[src/sv/olist_pkg.sv]
// Shared types and constants for the ordered list engine.
`timescale 1ns / 1ps

package olist_pkg;

   // Default list depth
   localparam int CAPACITY_DEF = 16;

   // Field widths of the request and response channels
   localparam int DATA_W   = 32;
   localparam int REQ_W    = 3;
   localparam int POS_W    = 5;
   localparam int STATUS_W = 3;
   localparam int FOUND_W  = 4;
   localparam int COUNT_W  = 5;

   // Request codes
   typedef enum logic [REQ_W-1:0] {
      REQ_INSERT      = 3'd0,
      REQ_APPEND      = 3'd1,
      REQ_REMOVE      = 3'd2,
      REQ_REMOVE_LAST = 3'd3,
      REQ_SEARCH      = 3'd4,
      REQ_COUNT       = 3'd5
   } req_code_type;

   // Response status codes
   typedef enum logic [STATUS_W-1:0] {
      ST_OK       = 3'd0,
      ST_EMPTY    = 3'd1,
      ST_RANGE    = 3'd2,
      ST_FULL     = 3'd3,
      ST_NOTFOUND = 3'd4
   } status_type;

   // Sequencer states
   typedef enum logic [2:0] {
      S_IDLE,
      S_SHIFT_RD,
      S_SHIFT_WR,
      S_PUT,
      S_SEARCH_RD,
      S_SEARCH_CMP
   } state_type;

endpackage

[src/sv/olist_ram.sv]
// Generic single-port-write, single-port-read RAM with registered read data.
`timescale 1ns / 1ps

module olist_ram #(
   parameter int WIDTH = 32,
   parameter int DEPTH = 16
) (
   input  logic                     clock,
   input  logic                     wr_en,
   input  logic [$clog2(DEPTH)-1:0] wr_addr,
   input  logic [WIDTH-1:0]         wr_data,
   input  logic                     rd_en,
   input  logic [$clog2(DEPTH)-1:0] rd_addr,
   output logic [WIDTH-1:0]         rd_data
);

   logic [WIDTH-1:0] mem_ff [DEPTH];
   logic [WIDTH-1:0] rd_data_ff;

   // Write port
   always_ff @(posedge clock) begin
      if (wr_en) begin
         mem_ff[wr_addr] <= wr_data;
      end
   end

   // Registered read port
   always_ff @(posedge clock) begin
      if (rd_en) begin
         rd_data_ff <= mem_ff[rd_addr];
      end
   end

   assign rd_data = rd_data_ff;

endmodule

[src/sv/ordered_list_engine.sv]
// Count requests, tail removals and rejected requests answer in the cycle after acceptance.
// Insert: each shifted entry takes a RAM read and a RAM write, then the new value is stored;
// remove: a RAM read and a RAM write per shifted entry; search: a read and a compare per entry.
// One request at a time: busy stays high until the response strobe; the receiver
// cannot stall, so every response is a single-cycle strobe.
// Synchronous reset empties the list at once; RAM contents are not cleared.
`timescale 1ns / 1ps

module ordered_list_engine #(
   parameter int CAPACITY = olist_pkg::CAPACITY_DEF
) (
   input  logic                                  clock,
   input  logic                                  reset,
   input  logic                                  start,
   output logic                                  busy,
   input  logic [olist_pkg::REQ_W-1:0]           req_type,
   input  logic signed [olist_pkg::DATA_W-1:0]   req_key_value,
   input  logic [olist_pkg::POS_W-1:0]           req_position,
   output logic                                  rsp_strobe,
   output logic [olist_pkg::STATUS_W-1:0]        rsp_status,
   output logic [olist_pkg::FOUND_W-1:0]         rsp_found_position,
   output logic [olist_pkg::COUNT_W-1:0]         rsp_entry_count
);

   import olist_pkg::*;

   localparam int AW = $clog2(CAPACITY);
   localparam int CW = $clog2(CAPACITY + 1);
   localparam int WW = (CW > COUNT_W) ? CW : COUNT_W;
   localparam logic [AW-1:0] A_ONE = AW'(1);
   localparam logic [WW-1:0] W_ONE = WW'(1);
   localparam logic [WW-1:0] W_CAP = WW'(CAPACITY);

   // Control and datapath registers
   state_type               state_ff, state_in;
   req_code_type            op_ff, op_in;
   logic [AW-1:0]           cursor_ff, cursor_in;
   logic [AW-1:0]           tgt_ff, tgt_in;
   logic [DATA_W-1:0]       key_ff, key_in;
   logic [CW-1:0]           count_ff, count_in;
   logic                    rsp_strobe_ff, rsp_strobe_in;
   logic [STATUS_W-1:0]     rsp_status_ff, rsp_status_in;
   logic [FOUND_W-1:0]      rsp_found_ff, rsp_found_in;
   logic [COUNT_W-1:0]      rsp_count_ff, rsp_count_in;

   // RAM ports
   logic                    wr_en;
   logic [AW-1:0]           wr_addr;
   logic [DATA_W-1:0]       wr_data;
   logic                    rd_en;
   logic [AW-1:0]           rd_addr;
   logic [DATA_W-1:0]       rd_data;

   // Widened views for comparisons
   logic [WW-1:0]           cnt_w, pos_w, last_w, p_w, cnt_next_w, found_w;
   logic [AW-1:0]           cursor_step;
   req_code_type            req_code;

   olist_ram #(
      .WIDTH (DATA_W),
      .DEPTH (CAPACITY)
   ) u_olist_ram (
      .clock   (clock),
      .wr_en   (wr_en),
      .wr_addr (wr_addr),
      .wr_data (wr_data),
      .rd_en   (rd_en),
      .rd_addr (rd_addr),
      .rd_data (rd_data)
   );

   assign cnt_w    = WW'(count_ff);
   assign pos_w    = WW'(req_position);
   assign last_w   = cnt_w - W_ONE;
   assign found_w  = WW'(cursor_ff);
   assign req_code = req_code_type'(req_type);

   // Shift moves toward the target: down for insert, up for remove
   assign cursor_step = (op_ff == REQ_INSERT) ? (cursor_ff - A_ONE) : (cursor_ff + A_ONE);

   // Next state, RAM control and response
   always_comb begin
      state_in      = state_ff;
      op_in         = op_ff;
      cursor_in     = cursor_ff;
      tgt_in        = tgt_ff;
      key_in        = key_ff;
      count_in      = count_ff;
      rsp_strobe_in = 1'b0;
      rsp_status_in = ST_OK;
      rsp_found_in  = '0;
      wr_en         = 1'b0;
      wr_addr       = cursor_ff;
      wr_data       = rd_data;
      rd_en         = 1'b0;
      rd_addr       = cursor_ff;
      p_w           = '0;

      case (state_ff)
         S_IDLE: begin
            if (start) begin
               case (req_code)
                  REQ_INSERT, REQ_APPEND: begin
                     if (req_code == REQ_APPEND || cnt_w == '0) begin
                        p_w = (req_code == REQ_APPEND) ? cnt_w : '0;
                     end else begin
                        p_w = pos_w;
                     end
                     if (cnt_w == W_CAP) begin
                        rsp_strobe_in = 1'b1;
                        rsp_status_in = ST_FULL;
                     end else if (p_w > cnt_w) begin
                        rsp_strobe_in = 1'b1;
                        rsp_status_in = ST_RANGE;
                     end else begin
                        op_in     = REQ_INSERT;
                        key_in    = req_key_value;
                        tgt_in    = AW'(p_w);
                        cursor_in = AW'(cnt_w);
                        state_in  = (p_w == cnt_w) ? S_PUT : S_SHIFT_RD;
                     end
                  end
                  REQ_REMOVE, REQ_REMOVE_LAST: begin
                     p_w = (req_code == REQ_REMOVE) ? pos_w : last_w;
                     if (cnt_w == '0) begin
                        rsp_strobe_in = 1'b1;
                        rsp_status_in = ST_EMPTY;
                     end else if (p_w >= cnt_w) begin
                        rsp_strobe_in = 1'b1;
                        rsp_status_in = ST_RANGE;
                     end else if (p_w == last_w) begin
                        // Removing the tail needs no shifting
                        count_in      = count_ff - CW'(1);
                        rsp_strobe_in = 1'b1;
                     end else begin
                        op_in     = REQ_REMOVE;
                        tgt_in    = AW'(last_w);
                        cursor_in = AW'(p_w);
                        state_in  = S_SHIFT_RD;
                     end
                  end
                  REQ_SEARCH: begin
                     if (cnt_w == '0) begin
                        rsp_strobe_in = 1'b1;
                        rsp_status_in = ST_NOTFOUND;
                     end else begin
                        key_in    = req_key_value;
                        tgt_in    = AW'(last_w);
                        cursor_in = '0;
                        state_in  = S_SEARCH_RD;
                     end
                  end
                  default: begin
                     // Count and unused codes report the count only
                     rsp_strobe_in = 1'b1;
                  end
               endcase
            end
         end

         // Fetch the neighbor that moves into the cursor slot
         S_SHIFT_RD: begin
            rd_en    = 1'b1;
            rd_addr  = cursor_step;
            state_in = S_SHIFT_WR;
         end

         S_SHIFT_WR: begin
            wr_en     = 1'b1;
            wr_addr   = cursor_ff;
            wr_data   = rd_data;
            cursor_in = cursor_step;
            if (cursor_step == tgt_ff) begin
               if (op_ff == REQ_INSERT) begin
                  state_in = S_PUT;
               end else begin
                  count_in      = count_ff - CW'(1);
                  rsp_strobe_in = 1'b1;
                  state_in      = S_IDLE;
               end
            end else begin
               state_in = S_SHIFT_RD;
            end
         end

         // Store the new value at its slot
         S_PUT: begin
            wr_en         = 1'b1;
            wr_addr       = tgt_ff;
            wr_data       = key_ff;
            count_in      = count_ff + CW'(1);
            rsp_strobe_in = 1'b1;
            state_in      = S_IDLE;
         end

         S_SEARCH_RD: begin
            rd_en    = 1'b1;
            rd_addr  = cursor_ff;
            state_in = S_SEARCH_CMP;
         end

         S_SEARCH_CMP: begin
            if (rd_data == key_ff) begin
               rsp_strobe_in = 1'b1;
               rsp_found_in  = found_w[FOUND_W-1:0];
               state_in      = S_IDLE;
            end else if (cursor_ff == tgt_ff) begin
               rsp_strobe_in = 1'b1;
               rsp_status_in = ST_NOTFOUND;
               state_in      = S_IDLE;
            end else begin
               cursor_in = cursor_ff + A_ONE;
               state_in  = S_SEARCH_RD;
            end
         end

         default: begin
            state_in = S_IDLE;
         end
      endcase
   end

   assign cnt_next_w   = WW'(count_in);
   assign rsp_count_in = cnt_next_w[COUNT_W-1:0];

   // Control state
   always_ff @(posedge clock) begin
      if (reset) begin
         state_ff      <= S_IDLE;
         count_ff      <= '0;
         rsp_strobe_ff <= 1'b0;
      end else begin
         state_ff      <= state_in;
         count_ff      <= count_in;
         rsp_strobe_ff <= rsp_strobe_in;
      end
   end

   // Payload registers
   always_ff @(posedge clock) begin
      op_ff     <= op_in;
      cursor_ff <= cursor_in;
      tgt_ff    <= tgt_in;
      key_ff    <= key_in;
      if (rsp_strobe_in) begin
         rsp_status_ff <= rsp_status_in;
         rsp_found_ff  <= rsp_found_in;
         rsp_count_ff  <= rsp_count_in;
      end
   end

   assign busy               = (state_ff != S_IDLE);
   assign rsp_strobe         = rsp_strobe_ff;
   assign rsp_status         = rsp_status_ff;
   assign rsp_found_position = rsp_found_ff;
   assign rsp_entry_count    = rsp_count_ff;

endmodule

[config.mk]
export PLATFORM = sky130hd
export DESIGN_NAME = ordered_list_engine
export DESIGN_NICKNAME = d
export VERILOG_FILES = /design/src/sv/olist_pkg.sv /design/src/sv/olist_ram.sv /design/src/sv/ordered_list_engine.sv
export SDC_FILE = /design/constraint.sdc
export NUM_CORES = 1
export LEC_CHECK = 0
export BUFFER_PORTS_ARGS = -buffer_cell sky130_fd_sc_hd__buf_2
export CORE_AREA = 5 5 224 226
export CTS_CLUSTER_SIZE = 10
export DETAILED_ROUTE_END_ITERATION = 16
export DIE_AREA = 0 0 229 231
export HOLD_SLACK_MARGIN = 0.05
export PLACE_DENSITY = 0.68
export REMOVE_ABC_BUFFERS = 1
export SYNTH_ARGS = -nofsm -noshare
export SYNTH_HDL_FRONTEND = slang
export SYNTH_SLANG_ARGS = --single-unit
[constraint.sdc]
create_clock -name clock -period 4.05 [get_ports clock]
set_input_delay 0.6075 -clock clock [delete_from_list [all_inputs] [get_ports clock]]
set_output_delay 0.6075 -clock clock [all_outputs]
set_load 0.005 [all_outputs]
[Word level (Yosys, flattened, before mapping)]
Memories as Yosys holds them, arrays and structs flattened. A register that Yosys moved wholly into a read port is not among the register bits.
Cells that the tools add are included.
Storage, ports and cells
  input port bits: 43
  bits in writable memories: 512
  memories: 1
  logic and storage cells: 155
  register bits: 64
  output and inout bits: 14
Memories
  u_olist_ram.mem_ff: depth 16, bits a word 32, read ports 1, clocked after Yosys merged registers in 1, wr ports 1, line olist_ram.sv:17  | logic [WIDTH-1:0] mem_ff [DEPTH];
Cells by class
  multiplexer cells: 87
  order comparisons: 2
  equal/unequal tests: 31
  reduce and logical (&&, ||, !) cells: 20
  add/subtract/negate cells: 4
Operator list (number)
  $mux W32: 4
  $mux W4: 18
  $mux W5: 13
  $pmux W32 S2: 1
  $mux W3: 19
  $pmux W4 S3: 3
  $eq A32 B32 Y1: 1
  $ne A2 B2 Y1 const B: 9
  $ne A3 B3 Y1 const B: 6
  $pmux W3 S3: 2
  $reduce_and A8 Y1: 2
  $mux W1: 15
  $pmux W3 S5: 1
  $pmux W5 S3: 1
  $eq A3 B2 Y1 const B: 4
  $mux W2: 6
  $pmux W3 S2: 2
  $reduce_and A11 Y1: 1
  $eq A5 B5 Y1: 2
  $eq A3 B3 Y1 const B: 3
  $logic_not A3 Y1: 3
  $reduce_and A9 Y1: 1
  $reduce_bool A3 Y1: 3
  $eq A4 B4 Y1: 2
  other kinds (17): 22

[Longest topological paths before layout]
Gate-level depths: netlist of run 1.
  word-level depth: 13
  depth in mapped cells: 16

[Modules after synthesis]
From an unflattened synthesis of run 1, not the netlist that was laid out.
Second synthesis, totals
  cell total of the unflattened synthesis: 1267
  area, all modules: 24599.8 um^2
By module, submodules not included
  olist_ram: seq. area each 16335.7 um^2, instances 1, area an instance 20156.8 um^2, cells an instance 838
  ordered_list_engine: seq. area each 1771.7 um^2, instances 1, area an instance 4443.0 um^2, cells an instance 429

[Least setup slack after synthesis of run 1]
Ideal clock, no wire load.
  kind: register to register
  start: register count_ff[0] (netlist: cnt_w[0])
  end: register key_ff[0], enable pin
  setup slack: 0.414 ns
  setup time: 0.392 ns
  cell stages (with the launch flop): 15
  arrival: 3.244 ns
  cell sequence: dfxtp_1 > clkbuf_1 > inv_1 > ha_1 > or3b_1 > nand2b_1 > buf_2 > nand3_1 > nand2_1 > ha_1 > nand4_1 > o21ai_0 > o22ai_1 > a211o_1 > and3_1
Between the ends
  cells in the longest elaborated chain, start to end: 9
  elaborated cells on any way between the ends: 13
Ends and longest elaborated chain
  start: declaration: line ordered_list_engine.sv:40  | logic [CW-1:0] count_ff, count_in;
  start signal: assignment: line ordered_list_engine.sv:234  | count_ff <= count_in;
  $logic_not A5 Y1: line ordered_list_engine.sv:104, ordered_list_engine.sv:143
  $logic_or A1 B1 Y1: line ordered_list_engine.sv:104  | if (req_code == REQ_APPEND || cnt_w == '0) begin
  $mux W5: line ordered_list_engine.sv:104
  $mux W5: line ordered_list_engine.sv:102  | case (req_code)
  $mux W5: line ordered_list_engine.sv:101  | if (start) begin
  $mux W5: line ordered_list_engine.sv:99  | case (state_ff)
  $gt A5 B5 Y1: line ordered_list_engine.sv:112  | end else if (p_w > cnt_w) begin
  $ne A2 B2 Y1 (no line)
  $reduce_and A6 Y1 (no line) (*)
  end signal: assignment: line ordered_list_engine.sv:244  | key_ff <= key_in;
  end: declaration: line ordered_list_engine.sv:39  | logic [DATA_W-1:0] key_ff, key_in;
Every way passes the cells marked *; elsewhere a longest branch is shown, timed or not. The select of a mux whose other input is x is not followed.
A chain may end at the register's enable or synchronous reset.

[Worst setup path after layout of run 1]
  start: register count_ff[1] (netlist: cnt_w[1])
  end: register rsp_count_ff[2] (netlist: rsp_entry_count[2]), enable pin
Between the ends
  cells in the longest elaborated chain, start to end: 12
  elaborated cells on any way between the ends: 22
Ends and longest elaborated chain
  $logic_not A5 Y1: line ordered_list_engine.sv:104, ordered_list_engine.sv:125, ordered_list_engine.sv:143
  $logic_or A1 B1 Y1: line ordered_list_engine.sv:104
  $mux W5: line ordered_list_engine.sv:104
  $mux W5: line ordered_list_engine.sv:102
  $mux W5: line ordered_list_engine.sv:101
  $mux W5: line ordered_list_engine.sv:99
  $gt A5 B5 Y1: line ordered_list_engine.sv:112
  $mux W1: line ordered_list_engine.sv:112
  $mux W1: line ordered_list_engine.sv:109  | if (cnt_w == W_CAP) begin
  $pmux W1 S3 (*): line ordered_list_engine.sv:102
  $mux W1 (*): line ordered_list_engine.sv:101
  $pmux W1 S4 (*): line ordered_list_engine.sv:99
  via rsp_strobe_in: line ordered_list_engine.sv:41  | logic rsp_strobe_ff, rsp_strobe_in;
  end signal: assignment: line ordered_list_engine.sv:248  | rsp_count_ff <= rsp_count_in;
  end: declaration: line ordered_list_engine.sv:44  | logic [COUNT_W-1:0] rsp_count_ff, rsp_count_in;
Mark *: on every way through the listed nets, which the timed path passes. The rest lies on a longest branch. The select of a mux whose other input is x is not followed.

==> impl_metrics.toml, run 1 <==
[synth]
synth_cells = 1278
ys_ff_latch = 606
netlist_area_um2 = 24600
ys.flop_type = "edfxtp_1"
async_flop_share = 0
avgSynthCellArea_um2 = 19.2
yosysWarnings = 0
synth_cell_types = 65
yosysSeqAreaShare = 0.736
synth_edf_count = 597

[grt]
grt_max_degree = 42
grt_overflow = 0
grt.total_usage = 0.219
grt_pass1_vias = 13100
grt_pass1_wl_mm = 85.5
grt_antenna_before_repair = 0

[clocking]
cts_tree = "done"
clkSinkCount = 606
cts_hold_buf = 0
cts_root_buf = "clkbuf_16"
cts_made_buffers = 70
post_cts_buffers = 0
clk_pin_slew_ps = 60
htreeDepth = 3
clock_latency_ps = 590
clock_path_buffers = 3
cts_resized = 0

[sta]
worst_pin_slew_ps = 997
drv_slew = 0
hold_viol_final = 0
rsz0062_at_grt = "false"
fmax_mhz = 270
setup_violations = 0
fin_crit_sh = 0.914
slew_headroom = 0.332
period_minus_slack_ps = 3700
whs_ps = 190
fin_worst_skew_ps = 19.5

[layout]
layout-drive-gt1-share = 0.274
n_fill_cell = 3426
nets = 1464
syn_to_final_growth_pct = 14.5
num_antenna_cells = 0
design_area_um2 = 28200

[floorplan]
io_pins = 57
dieWidth_um = 229
core_region_area_um2 = 48100
die_h_um = 231
row_count = 81
start_util = 0.511
die-area_um2 = 52900

[pwr]
p_switching_mw = 6.00
p_leak_nw = 9.14
p_comb_frac = 0.306
clockPowerShare = 0.267
power_frac_seq = 0.427
internal-power_mw = 14.5
sw_frac_of_total = 0.293
p_per_area_nw_per_um2 = 726
peakVddDrop_mv = 0.441

[route]
first_pass_iters = 5
vias_per_cell = 6.20
dr.first_iter.drc_count = 1332
avgRoutedWirePerCell_um = 27.9
vias = 12700
antenna_left = 0
drcViolationCount = 0
drt-total-wl_mm = 57.0

[worst_hold_path]
hold_class = "input port to flop"

[job]
maxCapViolations = 0

[worst_setup_path]
critPathMaxFanout = 12
cp.required_ps = 4340
worstSetupEndpointType = "flop"
critPathSlowestCell = "or3b_1"
start_kind = "flop"
cp_data_arrival_time_ps = 3980
path_cells = "inv_1, ha_1, or3b_1, nor2_1, o21a_1, inv_1, ha_1, nand4_1, o21ai_0, o22ai_1, a211o_1, nand3_1, o21bai_1, nand2_1, buf_4"
crit_type = "flop to flop"
slowest_delay_ps = 450

[placed_design]
dpl.hpwl_mm = 33.0
port_buffers = 56
placed_area_um2 = 26200
place_congestion = 0.883

[outcome]
status = "complete, no violations"
==> Yosys cell counts (all sizes together), types with 3 or more instances <==
library cell  number  share of area
nand2            123          0.019
nand2b             7         0.0018
ha                15         0.0076
a31oi             12         0.0033
xor2              14         0.0050
nor3b              5         0.0022
o311ai             3         0.0011
edfxtp           597           0.73
or2                3        0.00076
nor3              21         0.0043
o21ai             19         0.0039
mux2               3         0.0014
or3                4         0.0010
xnor2             38          0.014
inv               20         0.0031
mux4             160           0.15
buf               17         0.0033
o21a               3        0.00092
nor2b              3        0.00076
clkbuf            45         0.0069
a21oi             30         0.0061
nor4               6         0.0015
mux2i              5         0.0020
o22ai              4         0.0010
nor2              50         0.0076
nand3             16         0.0033
dfxtp              9         0.0073
nand4              9         0.0023
or4                5         0.0017
==> through the flow <==
step / cells / utilization / total power, mW / TNS [ps] / setup WS (ps)
2_1_floorplan: 1216 / - / 12.5 / -359330 / -9820
3_3_place_gp: 1956 / 0.545 / 15.0 / 0 / 487
3_5_place_dp: 1956 / 0.545 / 15.2 / 0 / 411
4_1_cts: 2044 / 0.585 / 20.6 / 0 / 416
5_1_grt: 2044 / 0.585 / 21.4 / 0 / 180
6_report: 2044 / 0.585 / 20.5 / 0 / 350
==> cell type report <==
type,count,area (um2),area share
Multi-Input combinational cell,590,6330,0.225
Timing Repair Buffer,118,946,0.0336
Tap cell,622,778,0.0276
Clock inverter,4,46.3,0.00164
Inverter,20,75.1,0.00267
Sequential cell,606,18100,0.643
Clock buffer,84,1870,0.0663
==> layout by cell type, fill, tap and decap left out, types with 18 or more instances in the layout <==
cell | netlist | layout
a21oi_1 | 30 | 29
buf_2 | 13 | 56
buf_4 | 0 | 46
clkbuf_16 | 0 | 73
edfxtp_1 | 597 | 597
mux4_2 | 160 | 160
nand2_1 | 123 | 122
nor2_1 | 50 | 32
nor2_4 | 0 | 18
nor3_1 | 21 | 21
xnor2_1 | 38 | 35
==> sequential cells by signal, indices dropped and copies added (netlist names) <==
| signal | cells |
|---|---|
| cnt_w | 5 |
| rsp_found_position | 4 |
| tgt_ff | 4 |
| rsp_strobe | 1 |
| rsp_status | 3 |
| u_olist_ram.rd_data | 32 |
| u_olist_ram.mem_ff | 512 |
| key_ff | 32 |
| state_ff | 3 |
| rsp_entry_count | 5 |
| op_ff | 1 |
| cursor_ff | 4 |
==> logic make-up after synthesis <==
group                    Yosys count  synth area share
adder cells (fa/ha/maj)           15           0.00763
buffers and inverters             82            0.0132
flip-flops                       606             0.736
multiplexers                     168             0.150
AND/OR/NAND/NOR                  258            0.0477
XOR/XNOR                          54            0.0204
AO/OA/AOI/OAI                     95            0.0249
==> final timing paths <==
check | startpoint | to | slack [ps] | depth (start not counted)
setup / recovery | cnt_w[1]$_SDFF_PP0_ | rsp_entry_count[2]$_DFFE_PP_ | 350 | 15
hold / removal | req_key_value[8] | key_ff[8]$_DFFE_PP_ | 190 | 1
setup reg to reg | cnt_w[1]$_SDFF_PP0_ | rsp_entry_count[2]$_DFFE_PP_ | 350 | 15
hold reg to reg | cnt_w[3]$_SDFF_PP0_ | cnt_w[3]$_SDFF_PP0_ | 700 | 2
==> power by group through the flow <==
stage,registers (mW),clock network (mW),logic (mW)
4_1_cts,8.72,5.58,6.35
6_report,8.72,5.46,6.27
3_3_place_gp,8.82,0,6.22
2_1_floorplan,8.56,0,3.91
3_5_place_dp,8.83,0,6.33
5_1_grt,8.76,5.84,6.77
==> per-layer routing <==
metal / global-route usage / share of wire / vias up / wire length [um]
met4: 0.0663 / 0.021 / 0 / 1220
met5: 0 / 0 / - / 0
li1: - / - / 5431 / -
met3: 0.0405 / 0.066 / 74 / 3770
met2: 0.360 / 0.50 / 492 / 28500
met1: 0.305 / 0.41 / 6672 / 23500
==> critical path: cells and delay by family, from the launching register on <==
family,cells,cell delay [ps]
compound gates,5,940
fa+ha+maj,2,470
flops,1,370
simple gates,5,1090
buf+inv,3,500
(Power assumes the default switching activity.)
==> run 2: changes to the inputs <==
--- a/config.mk
+++ b/config.mk
@@ -12,6 +12,7 @@
 export DIE_AREA = 0 0 229 231
 export HOLD_SLACK_MARGIN = 0.05
 export PLACE_DENSITY = 0.68
+export RECOVER_POWER = 100
 export REMOVE_ABC_BUFFERS = 1
 export SYNTH_ARGS = -nofsm -noshare
 export SYNTH_HDL_FRONTEND = slang
==> run 2 against run 1 <==
Effect of this change:
- the flow now finishes with violations (capacitance limit, slew limit)
- cell area shrank 0.74%
- register-to-register slack lost 50 ps
- worst setup slack got worse by 46 ps
- count of clock-buffer cells in the layout is the same
- critical path depth decreased by 2
- die area unchanged
- routed wire length down 0.18%
- sequential power hardly changed
- largest cell class unchanged
- largest power group unchanged
- highest routed layer unchanged
- final cell count unchanged
- clock skew shrank 1.5 ps
==> impl_metrics.toml, run 2 (synthesis results as in run 1) <==
[pwr]
p_per_area_nw_per_um2 = 728
peakVddDrop_mv = 0.439
p_leak_nw = 9.01

[grt]
grt_max_degree = 42
grt_pass1_wl_mm = 85.5
grt_antenna_before_repair = 0
grt_pass1_vias = 13100
grt_overflow = 0
grt.total_usage = 0.219

[clocking]
cts_root_buf = "clkbuf_16"
cts_made_buffers = 70
post_cts_buffers = 0
htreeDepth = 3
clock_latency_ps = 590
cts_tree = "done"
clock_path_buffers = 3
clkSinkCount = 606
clk_pin_slew_ps = 60
cts_hold_buf = 0
cts_resized = 0

[route]
first_pass_iters = 5
drcViolationCount = 0
dr.first_iter.drc_count = 1288
vias_per_cell = 6.22
vias = 12700
antenna_left = 0
avgRoutedWirePerCell_um = 27.8
drt-total-wl_mm = 56.9

[layout]
largest_reg_flops = 512
num_antenna_cells = 0
mostFrequentLayoutCells = "597 x edfxtp_1, 160 x mux4_2, 123 x nand2_1"
multi_input_area_um2 = 6270
n_fill_cell = 3487
utilization = 0.581
layout-drive-gt1-share = 0.247
seq_area_um2 = 18100
syn_to_final_growth_pct = 13.6
layout_commonest_cell = "edfxtp_1"
regMostFlops = "u_olist_ram.mem_ff"
nets = 1464

[floorplan]
start_util = 0.511
core_region_area_um2 = 48100
die-area_um2 = 52900
row_count = 81
io_pins = 57
dieWidth_um = 229
die_h_um = 231

[worst_setup_path]
crit_type = "flop to flop"
r2r_start = "cnt_w[1]$_SDFF_PP0_"
start_kind = "flop"
cp_num_buf_inv = 1
path_common_cell = "ha_1"
crit_family = "simple AND/OR/NAND/NOR gates"
worstSetupEndpointType = "flop"
cp_data_arrival_time_ps = 4270
worstSetupStartpoint = "cnt_w[1]$_SDFF_PP0_"
critPathMaxFanout = 7
critPathSlowestCell = "or4_4"
cp.required_ps = 4570
path_cells = "inv_1, ha_1, nand2b_1, and2_0, a21oi_1, ha_1, a21o_1, a31oi_1, o21ai_0, or4_1, a21boi_0, or4_4, a31oi_2"
slowest_delay_ps = 540

[sta]
rsz0062_at_grt = "false"
fin_worst_skew_ps = 17.9
fmax_mhz = 267
hold_viol_final = 0
setup_violations = 0
fin_crit_sh = 0.925
period_minus_slack_ps = 3750
finalSetupTns_ps = 0
worst_pin_slew_ps = 1550
drv_slew = 13
slew_headroom = -0.0342

[placed_design]
place_congestion = 0.883
port_buffers = 56
dpl.hpwl_mm = 33.0

[job]
maxCapViolations = 1

[worst_hold_path]
min_from = "req_key_value[8]"
hold_class = "input port to flop"

[outcome]
violations = "capacitance limit, slew limit"
status = "complete, but fails checks"
-- run 2: cell types whose count changed in the layout (fill, tap and decap cells not counted), moves of 4 or more --
cell / before / now
buf_2: 56 / 34
buf_4: 46 / 21
clkbuf_1: 11 / 42
clkbuf_2: 0 / 17
nor2_1: 32 / 37
nor2_4: 18 / 10
o21ai_0: 11 / 15
o21ai_1: 8 / 4
-- run 2: routing by layer --
metal | track usage | wire, um
met1 | 0.305 | 23000
met2 | 0.360 | 28500
met3 | 0.0405 | 4280
met4 | 0.0663 | 1170
met5 | 0 | 0
-- run 2: layout make-up --
cell class | instances | area share
multi-input cells | 590 | 0.224
repair buffers | 118 | 0.0287
flip-flops and latches | 606 | 0.648
inverters | 20 | 0.00269
clock inverters | 4 | 0.00166
clock buffers | 84 | 0.0668
well taps | 622 | 0.0278
-- run 2: path summary, 6_finish.rpt --
check | to | slack (ps) | cells after the start
worst max-delay path | cnt_w[3]$_SDFF_PP0_ | 300 | 13
worst min-delay path | key_ff[8]$_DFFE_PP_ | 190 | 1
worst max register to register | cnt_w[3]$_SDFF_PP0_ | 300 | 13
worst min register to register | cnt_w[3]$_SDFF_PP0_ | 710 | 2
-- run 2: worst register-to-register path: stages (launching register included) --
cell and delay [ps]:
dfxtp_1 440, inv_1 210, ha_1 310, nand2b_1 190
and2_0 220, a21oi_1 170, ha_1 260, a21o_1 160
a31oi_1 120, o21ai_0 170, or4_1 530, a21boi_0 180
or4_4 540, a31oi_2 170
-- run 2: where the power goes --
group	switching [mW]	internal (mW)
Clock	2.25	3.21
Combinational	3.42	2.74
Sequential	0.287	8.44
Total	5.96	14.4
-- run 2: through the flow --
step,instances,worst slack (ps),hold WS [ps],cell area (um2),power (mW)
2_1_floorplan,1216,-9820,595,24300,12.5
5_1_grt,2044,92.6,176,27900,21.3
4_1_cts,2044,416,158,28200,20.6
3_5_place_dp,1956,411,683,26200,15.2
6_report,2044,304,189,27900,20.4
3_3_place_gp,1956,487,695,26200,15.0
==> run 3: changes to the inputs <==
--- a/config.mk
+++ b/config.mk
@@ -6,10 +6,10 @@
 export NUM_CORES = 1
 export LEC_CHECK = 0
 export BUFFER_PORTS_ARGS = -buffer_cell sky130_fd_sc_hd__buf_2
-export CORE_AREA = 5 5 224 226
+export CORE_AREA = 3 3 222 224
 export CTS_CLUSTER_SIZE = 10
 export DETAILED_ROUTE_END_ITERATION = 16
-export DIE_AREA = 0 0 229 231
+export DIE_AREA = 0 0 225 227
 export HOLD_SLACK_MARGIN = 0.05
 export PLACE_DENSITY = 0.68
 export RECOVER_POWER = 100
==> constraint.sdc (replaced) <==
create_clock -name clock -period 4.05 [get_ports clock]
set_input_delay 0.6075 -clock clock [delete_from_list [all_inputs] [get_ports clock]]
set_output_delay 0.6075 -clock clock [all_outputs]
set_load 0.05 [all_outputs]
==> run 3 against run 2 <==
Effect of this change:
- the flow still finishes with violations (capacitance limit, slew limit)
- register-to-register slack better by 90 ps
- final cell count decreased by 0.59%
- critical path depth unchanged
- critical path type unchanged
- largest cell class unchanged
- highest routed layer unchanged
==> impl_metrics.toml, run 3 (synthesis results as in run 1) <==
[outcome]
status = "complete, but fails checks"
violations = "capacitance limit, slew limit"

[layout]
design_area_um2 = 27900
syn_to_final_growth_pct = 13.6
regMostFlops = "u_olist_ram.mem_ff"
layout_commonest_cell = "edfxtp_1"
num_antenna_cells = 0
mostFrequentLayoutCells = "597 x edfxtp_1, 160 x mux4_2, 123 x nand2_1"
layout-drive-gt1-share = 0.248
largest_reg_flops = 512
nets = 1463
instances_no_fill = 2032

[pwr]
peakVddDrop_mv = 0.480
p_leak_nw = 9.02
p_per_area_nw_per_um2 = 735

[worst_setup_path]
r2r_end = "key_ff[24]$_DFFE_PP_"
critPathSlowestCell = "buf_4"
endpoint = "key_ff[24]$_DFFE_PP_"
cp.required_ps = 4270
crit_type = "flop to flop"
slowest_delay_ps = 510
path_cells = "inv_1, buf_4, ha_1, or3b_1, nand2b_1, clkbuf_1, a31oi_1, ha_1, o21ai_0, o22ai_1, a211o_1, and3_2, buf_4"
worstSetupEndpointType = "flop"
r2r_setup_slack_ps = 390
worstSetupStartpoint = "cnt_w[1]$_SDFF_PP0_"
r2r_start = "cnt_w[1]$_SDFF_PP0_"
start_kind = "flop"
critPathMaxFanout = 32
r2r_cells = 13
cp_data_arrival_time_ps = 3880

[route]
dr.first_iter.drc_count = 1451
vias = 12700
antenna_left = 0
first_pass_iters = 6
drt-total-wl_mm = 57.5
vias_per_cell = 6.24
drcViolationCount = 0
avgRoutedWirePerCell_um = 28.3

[placed_design]
dp_cells = 1947
place_congestion = 0.857
placed_area_um2 = 26300
dpl.hpwl_mm = 32.2
port_buffers = 56

[floorplan]
core_region_area_um2 = 47500
row_count = 80
die-area_um2 = 51100
start_util = 0.517
die_h_um = 227
dieWidth_um = 225
io_pins = 57

[clocking]
clk_pin_slew_ps = 50
post_cts_buffers = 0
cts_made_buffers = 71
clock_path_buffers = 3
clock_latency_ps = 600
cts_tree = "done"
cts_root_buf = "clkbuf_16"
clkSinkCount = 606
cts_resized = 0
htreeDepth = 3
cts_hold_buf = 0

[grt]
grt_pass1_vias = 13000
grt_pass1_wl_mm = 86.0
grt_overflow = 0
grt_antenna_before_repair = 0
grt.total_usage = 0.233
grt_max_degree = 66

[sta]
hold_viol_final = 0
worst_pin_slew_ps = 1670
slew_headroom = -0.118
fin_worst_skew_ps = 16.8
setup_violations = 0
rsz0062_at_grt = "false"
drv_slew = 13
period_minus_slack_ps = 3660
fmax_mhz = 273
fin_crit_sh = 0.904

[worst_hold_path]
hold_class = "input port to flop"

[job]
maxCapViolations = 1
## run 3: layout make-up
cell class                      count  area (um2)
Fill cell                        3423       19600
Sequential cell                   606       18100
Multi-Input combinational cell    590        6260
Clock buffer                       78        1840
Tap cell                          615         769
Timing Repair Buffer              116         751
Clock inverter                      7         129
Inverter                           20        75.1
## run 3: worst min-delay path by stage
| stage | slack [ps] | end | start | depth (start not counted) |
|---|---|---|---|---|
| global placement | 610 | cnt_w[2]$_SDFF_PP0_ | cnt_w[2]$_SDFF_PP0_ | 2 |
| CTS | 150 | key_ff[20]$_DFFE_PP_ | req_key_value[20] | 1 |
| global route | 160 | key_ff[22]$_DFFE_PP_ | req_key_value[22] | 1 |
| floorplan | 590 | state_ff[2]$_SDFFE_PP0P_ | state_ff[1]$_SDFFE_PP0P_ | 1 |
| detailed placement | 610 | cnt_w[2]$_SDFF_PP0_ | cnt_w[2]$_SDFF_PP0_ | 2 |
| finish | 180 | key_ff[6]$_DFFE_PP_ | req_key_value[6] | 1 |
## run 3: layer usage
metal,up-vias,share of wire,GRT usage
met3,101,0.066,0.0427
li1,5410,-,-
met2,506,0.51,0.395
met1,6669,0.40,0.318
met5,-,0,0
met4,0,0.024,0.0642
## run 3: worst max-delay path: cells and delay by family, from the launching register on
family,cells,cell delay (ps)
compound gates,4,740
buf+inv,4,990
flops,1,360
simple gates,3,850
fa+ha+maj,2,330
## run 3: report_power, final
part | switching, mW | leakage, nW | internal, mW | total, mW
combinational | 3.55 | 2.59 | 2.66 | 6.22
clock | 2.32 | 0.963 | 3.28 | 5.60
sequential | 0.281 | 5.47 | 8.44 | 8.72
## run 3: through the flow
| step | util | total power [mW] | hold WS (ps) | setup TNS, ps | setup slack [ps] |
|---|---|---|---|---|---|
| 2_1_floorplan | - | 12.6 | 595 | -359330 | -9820 |
| 3_3_place_gp | 0.552 | 15.1 | 607 | 0 | 414 |
| 3_5_place_dp | 0.552 | 15.2 | 607 | 0 | 401 |
| 4_1_cts | 0.594 | 20.8 | 154 | 0 | 523 |
| 5_1_grt | 0.588 | 21.5 | 163 | 0 | 127 |
| 6_report | 0.588 | 20.5 | 185 | 0 | 391 |
